$ cat config.mk
export PLATFORM = sky130hd
export DESIGN_NAME = shg_ctrl
export DESIGN_NICKNAME = d
export VERILOG_FILES = /design/src/sv/shg_pkg.sv /design/src/sv/shg_ctrl.sv
export SDC_FILE = /design/constraint.sdc
export NUM_CORES = 1
export LEC_CHECK = 0
export BUFFER_PORTS_ARGS = -buffer_cell sky130_fd_sc_hd__buf_2
export CORE_MARGIN = 3
export CORE_UTILIZATION = 35
export DETAILED_ROUTE_END_ITERATION = 10
export PLACE_DENSITY_LB_ADDON = 0.12
export SLEW_MARGIN = 15
export SYNTH_ARGS = -nofsm -noshare
export SYNTH_HDL_FRONTEND = slang
export SYNTH_SLANG_ARGS = --single-unit
$ cat constraint.sdc
create_clock -name i_clk -period 3.2 [get_ports i_clk]
set_input_delay 0.64 -clock i_clk [delete_from_list [all_inputs] [get_ports i_clk]]
set_output_delay 0.64 -clock i_clk [all_outputs]
set_load 0.05 [all_outputs]
$ cat src/sv/shg_pkg.sv
// Shared constants and types for the spatial hash grid builder.
package shg_pkg;
    localparam int MAX_POINTS_DEF = 64;
    localparam int POS_W   = 24;
    localparam int CS_W    = 23;
    localparam int HASH_W  = 32;
    localparam int IDX_W   = 6;
    localparam logic [22:0] CELL_SIZE_RST = 23'd256;
    localparam logic [31:0] HASH_MUL_X = 32'd15823;
    localparam logic [31:0] HASH_MUL_Y = 32'd9737333;
    localparam logic [0:0] REG_CELL_SIZE = 1'b0;

    // Commands from the controller to the datapath.
    typedef struct packed {
        logic div_start;
        logic div_sel_y;
        logic hash_wr;
        logic mod_start;
        logic clr_we;
        logic cnt_we;
        logic key_we;
        logic pre_step;
        logic pre_clr;
        logic srt_rd;
        logic srt_we;
        logic out_rd;
        logic out_load;
        logic [6:0] addr;
    } t_cmd;

    // Status from the datapath to the controller.
    typedef struct packed {
        logic div_done;
        logic mod_done;
    } t_sts;
endpackage

$ cat src/sv/shg_ctrl.sv
// Controller: capture, clear, key, count, prefix, scatter and emit phases.
module shg_ctrl
    import shg_pkg::*;
#(
    parameter int MAX_POINTS = MAX_POINTS_DEF
) (
    input  logic        i_clk,
    input  logic        i_rst_n,
    input  logic        i_in_valid,
    input  logic        i_point_last,
    output logic        o_in_ready,
    output logic        o_out_valid,
    input  logic        i_out_ready,
    output logic        o_result_last,
    output t_cmd        o_cmd,
    input  t_sts        i_sts,
    output logic [6:0]  o_count,
    output logic        o_ovf
);
    localparam logic [3:0] S_IDLE = 4'd0,  S_DIVX = 4'd1,  S_DIVY = 4'd2,
                           S_HASH = 4'd3,  S_CLR  = 4'd4,  S_MOD  = 4'd5,
                           S_MODW = 4'd6,  S_CNT  = 4'd7,  S_CNTW = 4'd8,
                           S_PRE  = 4'd9,  S_PREW = 4'd10, S_SRT  = 4'd11,
                           S_SRTW = 4'd12, S_ORD  = 4'd13, S_OK   = 4'd14,
                           S_OUT  = 4'd15;

    logic [3:0] r_st, n_st;
    logic [6:0] r_cnt, n_cnt;
    logic       r_ovf, n_ovf;
    logic       r_last, n_last;
    logic [6:0] r_i, n_i;
    logic [1:0] r_w, n_w;
    t_cmd       w_c;

    always_ff @(posedge i_clk) begin
        if (!i_rst_n) begin
            r_st <= S_IDLE; r_cnt <= '0; r_ovf <= 1'b0; r_last <= 1'b0;
            r_i <= '0; r_w <= '0;
        end else begin
            r_st <= n_st; r_cnt <= n_cnt; r_ovf <= n_ovf; r_last <= n_last;
            r_i <= n_i; r_w <= n_w;
        end
    end

    always_comb begin
        n_st = r_st; n_cnt = r_cnt; n_ovf = r_ovf; n_last = r_last;
        n_i = r_i; n_w = r_w;
        w_c = '0;
        w_c.addr = r_i;
        case (r_st)
            S_IDLE: begin
                if (i_in_valid) begin
                    n_last = i_point_last;
                    n_i = '0;
                    if (r_cnt < 7'(MAX_POINTS)) begin
                        w_c.div_start = 1'b1;
                        n_st = S_DIVX;
                    end else begin
                        n_ovf = 1'b1;
                        n_st = i_point_last ? S_CLR : S_IDLE;
                    end
                end
            end
            S_DIVX: if (i_sts.div_done) begin
                w_c.div_start = 1'b1; w_c.div_sel_y = 1'b1; n_st = S_DIVY;
            end
            S_DIVY: begin
                w_c.div_sel_y = 1'b1;
                if (i_sts.div_done) n_st = S_HASH;
            end
            S_HASH: begin
                w_c.hash_wr = 1'b1; w_c.addr = r_cnt;
                n_cnt = r_cnt + 7'd1;
                n_st = r_last ? S_CLR : S_IDLE;
            end
            S_CLR: begin
                w_c.clr_we = 1'b1;
                n_i = r_i + 7'd1;
                if (r_i == 7'(MAX_POINTS - 1)) begin
                    n_i = '0; n_st = S_MOD; n_w = '0;
                end
            end
            S_MOD: begin
                // The hash read is registered; the divider starts once its data is out.
                if (r_w == 2'd0) n_w = 2'd1;
                else begin
                    w_c.mod_start = 1'b1; n_w = '0; n_st = S_MODW;
                end
            end
            S_MODW: if (i_sts.mod_done) begin
                w_c.key_we = 1'b1;
                n_i = r_i + 7'd1;
                if (r_i + 7'd1 == r_cnt) begin n_i = '0; n_st = S_CNT; end
                else n_st = S_MOD;
            end
            S_CNT: n_st = S_CNTW;
            S_CNTW: begin
                // Key read done; read count next, then write it back.
                if (r_w == 2'd0) begin
                    w_c.srt_rd = 1'b1; n_w = 2'd1;
                end else begin
                    w_c.cnt_we = 1'b1; n_w = '0;
                    n_i = r_i + 7'd1;
                    if (r_i + 7'd1 == r_cnt) begin
                        n_i = '0; n_st = S_PRE; w_c.pre_clr = 1'b1;
                    end else n_st = S_CNT;
                end
            end
            S_PRE: n_st = S_PREW;
            S_PREW: begin
                w_c.pre_step = 1'b1;
                n_i = r_i + 7'd1;
                if (r_i + 7'd1 == r_cnt) begin n_i = '0; n_st = S_SRT; end
                else n_st = S_PRE;
            end
            S_SRT: n_st = S_SRTW;
            S_SRTW: begin
                if (r_w == 2'd0) begin
                    w_c.srt_rd = 1'b1; n_w = 2'd1;
                end else begin
                    w_c.srt_we = 1'b1; n_w = '0;
                    n_i = r_i + 7'd1;
                    if (r_i + 7'd1 == r_cnt) begin n_i = '0; n_st = S_ORD; end
                    else n_st = S_SRT;
                end
            end
            S_ORD: n_st = S_OK;
            S_OK: begin
                // Sorted entry and start are read; then read the key of that point.
                if (r_w == 2'd0) begin
                    w_c.out_rd = 1'b1; n_w = 2'd1;
                end else begin
                    w_c.out_load = 1'b1; n_w = '0; n_st = S_OUT;
                end
            end
            S_OUT: begin
                if (i_out_ready) begin
                    n_i = r_i + 7'd1;
                    if (r_i + 7'd1 == r_cnt) begin
                        n_i = '0; n_st = S_IDLE; n_cnt = '0; n_ovf = 1'b0;
                    end else n_st = S_ORD;
                end
            end
            default: n_st = S_IDLE;
        endcase
    end

    assign o_cmd         = w_c;
    assign o_in_ready    = (r_st == S_IDLE);
    assign o_out_valid   = (r_st == S_OUT);
    assign o_result_last = (r_st == S_OUT) && (r_i + 7'd1 == r_cnt);
    assign o_count       = r_cnt;
    assign o_ovf         = r_ovf;
endmodule

==> results.py, run 1 <==
metrics = {
    "floorplan": {
        "num_io_pins": 38,
        "dieArea_um2": 6490,
        "core_um2": 5240,
        "fp.dieH_um": 80.5,
        "rows": 26,
        "initial_utilization": 0.371,
        "die_w_um": 80.5,
    },
    "drt": {
        "drc": 0,
        "routed_wl_um": 5640,
        "firstDrtPassIters": 4,
        "vias": 1999,
        "antenna_left": 0,
        "wire_per_inst_um": 15.4,
        "vias_per_cell": 5.48,
        "drt-initial-drc-count": 122,
    },
    "synthesis": {
        "ys.flop_type": "dfxtp_1",
        "ys_seq_area_frac": 0.216,
        "synth_edf_count": 0,
        "synth-async-reset-ratio": 0,
        "avgSynthCellArea_um2": 7.34,
        "yosysUniqueCellTypes": 66,
        "synthesis.area_um2": 1940,
        "synthCells": 265,
        "yosysWarnings": 0,
        "synth_seq_cells": 21,
        "synth_nets": 274,
    },
    "layout": {
        "n_fill_cell": 561,
        "nets": 305,
        "layout-drive-gt1-share": 0.241,
        "final_cell_mix": "nand2_1 (42), buf_2 (36), dfxtp_1 (21)",
        "seq_area_um2": 420,
        "layout_commonest_cell": "nand2_1",
        "multi_input_area_um2": 1370,
        "num_antenna_cells": 0,
        "syn2layout_area_growth_pct": 14.7,
    },
    "clocking": {
        "tritoncts": "built",
        "cts_buffer_depth": 2,
        "clk_pin_slew_ns": 0.09,
        "htree_levels": 1,
        "cts_buffers": 3,
        "insertion_delay_ns": 0.27,
        "cts_hold_buf": 0,
        "ctsRootBufferMaster": "clkbuf_8",
        "cts_num_sinks": 21,
    },
    "outcome": {
        "status": "completed",
    },
    "power_and_ir_drop": {
        "p_sw_frac": 0.531,
        "total_power_mw": 1.36,
        "clockPowerShare": 0.143,
        "power.leakage_nw": 0.917,
        "power.density_nw_per_um2": 612,
        "peakVddDrop_uv": 391,
        "p_switching_mw": 0.724,
        "pwr-share-comb": 0.586,
        "pwr-share-seq": 0.272,
        "intPower_mw": 0.640,
    },
    "placed_design": {
        "hpwl_um": 4050,
        "gp_congestion": 0.821,
        "port_buffers": 37,
    },
    "sta": {
        "drv_slew": 0,
        "period_minus_slack_ns": 3.04,
        "tns_ns": 0,
        "finClkSkew_ns": 0.00547,
        "max_freq_mhz": 329,
        "setup_viol": 0,
        "worst_pin_slew_ns": 0.672,
        "hold_viol": 0,
        "period_share": 0.950,
        "relSlewSlack": 0.552,
        "timing.hold.ws_ns": 0.488,
        "rsz0062_at_grt": "no",
    },
    "job": {
        "cap_violations": 0,
    },
    "critical_path": {
        "arrival_ns": 2.40,
        "path_class": "register to output pin",
        "worstPathRequired_ns": 2.56,
        "reg2reg_depth": 8,
        "start_kind": "register",
        "cp_max_fo": 6,
        "cp_slowest_cell": "dfxtp_1",
        "cp-end-kind": "output pin",
        "slowest_delay_ns": 0.45,
        "timing.reg2reg.setup_slack_ns": 0.59,
        "critical_path.cell_chain": "ha_2 > and3_1 > a31oi_1 > nor4b_4 > and3_2 > and2_1 > buf_4",
    },
    "hold_path": {
        "min_path_cells": 2,
        "hp-class": "register to register",
    },
    "global_routing": {
        "grt_max_degree": 22,
        "grt_overflow_total": 0,
        "grt_pass1_wl_um": 9740,
        "grt_antenna_before_repair": 0,
        "grt_use_total": 0.189,
        "grt_pass1_vias": 1958,
    },
}
-- sequential cells by signal (all words and copies together) (netlist names) --
| name | count |
|---|---|
| o_count | 7 |
| r_i | 7 |
| r_st | 4 |
| o_ovf | 1 |
| r_last | 1 |
| r_w | 1 |
-- critical path, delay by kind of cell (launching register included) --
family | cells | cell delay (ns)
adders and majority gates | 1 | 0.27
DFF | 1 | 0.45
and+or+nand+nor | 4 | 1.05
buffers and inverters | 1 | 0.21
AOI/OAI and AO/OA | 1 | 0.14
-- path summary, 6_finish.rpt --
kind | startpoint | end
setup / recovery | r_i[0] | o_result_last
hold / removal | r_last | r_last
setup reg to reg | r_i[0] | o_count[6]
hold reg to reg | r_last | r_last
-- Yosys cell counts (all sizes together), types with 4 or more instances --
master / number / area share
a21oi: 17 / 0.044
a31oi: 8 / 0.037
and2: 5 / 0.016
and3: 8 / 0.028
buf: 18 / 0.056
clkbuf: 4 / 0.0077
dfxtp: 21 / 0.22
inv: 8 / 0.015
mux2i: 7 / 0.036
nand2: 42 / 0.081
nand3: 18 / 0.049
nand3b: 4 / 0.015
nand4: 5 / 0.019
nor2: 20 / 0.039
nor3: 10 / 0.031
nor4: 4 / 0.021
o21ai: 9 / 0.023
xnor2: 8 / 0.044
-- through the flow --
stage / instance area (um2) / cells / setup WS [ns] / util
after floorplan: 1940 / 265 / 0.222 / -
after global placement: 2170 / 360 / 0.283 / 0.414
after detailed placement: 2170 / 360 / 0.245 / 0.414
after CTS: 2220 / 364 / 0.0171 / 0.424
after global routing: 2230 / 365 / 0.0119 / 0.426
final: 2230 / 365 / 0.159 / 0.426
-- power by group through the flow --
| stage | Clock [mW] | Combinational [mW] | Sequential (mW) |
|---|---|---|---|
| after floorplan | 0 | 0.663 | 0.319 |
| after global placement | 0 | 0.793 | 0.376 |
| final | 0.195 | 0.799 | 0.371 |
| after global routing | 0.212 | 0.879 | 0.382 |
| after detailed placement | 0 | 0.791 | 0.375 |
| after CTS | 0.206 | 0.795 | 0.369 |
-- kinds of logic after synthesis --
group	after synthesis	share of synthesized area
xor gates and xnor gates	9	0.0483
adders and majority gates	2	0.0129
buffers and inverters	32	0.0830
DFF	21	0.216
and+or+nand+nor	131	0.364
AOI/OAI and AO/OA	62	0.232
muxes	8	0.0438
-- area by class of cell --
class | count | area share
multi-input cells | 212 | 0.612
repair buffers | 48 | 0.121
inverters | 10 | 0.0168
clock buffers | 3 | 0.0185
clock inverters | 1 | 0.00337
flip-flops and latches | 21 | 0.188
well taps | 70 | 0.0393
-- metal layers --
metal | wire [um] | track usage | part of all wire
met4 | 53 | 0.0338 | 0.0094
met1 | 2990 | 0.283 | 0.53
met2 | 2370 | 0.282 | 0.42
met3 | 220 | 0.0314 | 0.039
met5 | 0 | 0 | 0
-- timing repair --
item | 4_1_cts | 5_1_grt
buffers inserted | 0 | 1
endpoints found under the setup margin | 2 | 2
resized for setup | 2 | 1
pin swaps | 0 | 1
(Power assumes the default switching activity.)
==> run 2, diff against run 1 <==
--- a/config.mk
+++ b/config.mk
@@ -10,6 +10,7 @@
 export CORE_UTILIZATION = 35
 export DETAILED_ROUTE_END_ITERATION = 10
 export PLACE_DENSITY_LB_ADDON = 0.12
+export RECOVER_POWER = 25
 export SLEW_MARGIN = 15
 export SYNTH_ARGS = -nofsm -noshare
 export SYNTH_HDL_FRONTEND = slang
==> run 2 against run 1 <==
Against the previous run: flip-flop and latch count is the same; first-iteration DRC count shrank 1.6%; core utilization fell by 0.45 points; final cell count is the same; wire length rose by 0.64%; clock skew decreased by 0.00059 ns; count of clock-buffer cells in the layout stayed put; largest cell class unchanged.
==> results.py, run 2 (synthesis gave the netlist of run 1 again) <==
metrics = {
    "sta": {
        "timing.hold.ws_ns": 0.488,
        "hold_viol": 0,
        "worst_pin_slew_ns": 0.851,
        "drv_slew": 0,
        "max_freq_mhz": 331,
        "period_minus_slack_ns": 3.02,
        "rsz0062_at_grt": "no",
        "setup_viol": 0,
        "relSlewSlack": 0.430,
        "period_share": 0.944,
        "tns_ns": 0,
        "finClkSkew_ns": 0.00488,
    },
    "layout": {
        "syn2layout_area_growth_pct": 13.5,
        "layout-drive-gt1-share": 0.200,
        "n_fill_cell": 567,
        "final_cell_mix": "nand2_1 (42), buf_2 (26), dfxtp_1 (21)",
        "layout_commonest_cell": "nand2_1",
        "nets": 305,
        "num_antenna_cells": 0,
    },
    "floorplan": {
        "fp.dieH_um": 80.5,
        "core_um2": 5240,
        "initial_utilization": 0.371,
        "dieArea_um2": 6490,
        "die_w_um": 80.5,
        "num_io_pins": 38,
        "rows": 26,
    },
    "critical_path": {
        "r2r-end": "r_i[3]",
        "start_kind": "register",
        "timing.reg2reg.setup_slack_ns": 0.50,
        "cp-end-kind": "output pin",
        "reg2reg_depth": 6,
        "r2r_start": "r_st[1]",
        "worstPathRequired_ns": 2.56,
        "slowest_delay_ns": 0.45,
        "cp_max_fo": 6,
        "crit_path_start": "r_i[0]",
        "critical_path.cell_chain": "ha_2 > and3_1 > a31oi_1 > nor4b_4 > and3_2 > and2_1 > buf_4",
        "arrival_ns": 2.38,
        "endpoint": "o_result_last",
        "path_class": "register to output pin",
        "cp_slowest_cell": "dfxtp_1",
    },
    "drt": {
        "vias_per_cell": 5.48,
        "drt-initial-drc-count": 120,
        "wire_per_inst_um": 15.5,
        "routed_wl_um": 5670,
        "antenna_left": 0,
        "vias": 1999,
        "firstDrtPassIters": 4,
        "drc": 0,
    },
    "outcome": {
        "status": "completed",
    },
    "power_and_ir_drop": {
        "p_switching_mw": 0.724,
        "peakVddDrop_uv": 393,
        "clockPowerShare": 0.143,
        "intPower_mw": 0.637,
        "total_power_mw": 1.36,
        "p_sw_frac": 0.532,
        "pwr-share-comb": 0.585,
        "power.density_nw_per_um2": 617,
        "pwr-share-seq": 0.273,
        "power.leakage_nw": 0.873,
    },
    "placed_design": {
        "hpwl_um": 4050,
        "gp_congestion": 0.821,
        "port_buffers": 37,
    },
    "global_routing": {
        "grt_pass1_vias": 1958,
        "grt_overflow_total": 0,
        "grt_use_total": 0.189,
        "grt_antenna_before_repair": 0,
        "grt_pass1_wl_um": 9740,
        "grt_max_degree": 22,
    },
    "clocking": {
        "cts_num_sinks": 21,
        "cts_buffer_depth": 2,
        "clk_pin_slew_ns": 0.09,
        "ctsRootBufferMaster": "clkbuf_8",
        "tritoncts": "built",
        "insertion_delay_ns": 0.27,
        "htree_levels": 1,
        "cts_hold_buf": 0,
        "cts_buffers": 3,
    },
    "hold_path": {
        "hp-class": "register to register",
    },
    "job": {
        "cap_violations": 0,
    },
}
-- run 2: cell count changes in the layout (fill, tap and decap cells not counted), sizes merged --
cell and delta:
buf -10, clkbuf +10
-- run 2: power by group through the flow --
stage	logic [mW]	registers [mW]	clock network (mW)
detailed placement	0.791	0.375	0
global route	0.875	0.382	0.212
global placement	0.793	0.376	0
CTS	0.795	0.369	0.206
finish	0.796	0.371	0.194
floorplan	0.663	0.319	0
-- run 2: what timing repair did --
item,4_1_cts,5_1_grt
gates resized for setup,2,1
buffers inserted,0,1
pin swaps,0,1
endpoints found under the setup margin,2,2
-- run 2: final cells by class --
class / count / area [um2] / share of cell area
repair buffers: 48 / 258 / 0.117
inverters: 10 / 37.5 / 0.0170
clock inverters: 1 / 7.51 / 0.00340
multi-input cells: 212 / 1360 / 0.614
flip-flops and latches: 21 / 420 / 0.190
well taps: 70 / 87.6 / 0.0397
clock buffers: 3 / 41.3 / 0.0187
-- run 2: critical path, delay by kind of cell (launching register included) --
kind | cells | cell delay, ns
compound gates | 1 | 0.14
buf+inv | 1 | 0.21
fa+ha+maj | 1 | 0.28
flops | 1 | 0.45
simple gates | 4 | 1.03
-- run 2: metal layers --
layer / GRT usage / share of wire
met5: 0 / 0
met4: 0.0338 / 0.0093
met3: 0.0314 / 0.032
met2: 0.282 / 0.42
met1: 0.283 / 0.54
-- run 2: worst min path at each step --
stage | slack (ns) | cells after the start | endpoint | start
after floorplan | 0.45 | 2 | r_last | r_last
after global placement | 0.48 | 2 | r_last | r_last
after detailed placement | 0.48 | 2 | r_last | r_last
after CTS | 0.50 | 2 | r_last | r_last
after global routing | 0.52 | 2 | r_last | r_last
final | 0.49 | 2 | r_last | r_last
-- run 2: per-stage QoR --
| stage | cells | worst slack, ns | util | instance area [um2] |
|---|---|---|---|---|
| 2_1_floorplan | 265 | 0.222 | - | 1940 |
| 3_3_place_gp | 360 | 0.283 | 0.414 | 2170 |
| 3_5_place_dp | 360 | 0.245 | 0.414 | 2170 |
| 4_1_cts | 364 | 0.0171 | 0.424 | 2220 |
| 5_1_grt | 365 | 0.0358 | 0.421 | 2210 |
| 6_report | 365 | 0.181 | 0.421 | 2210 |
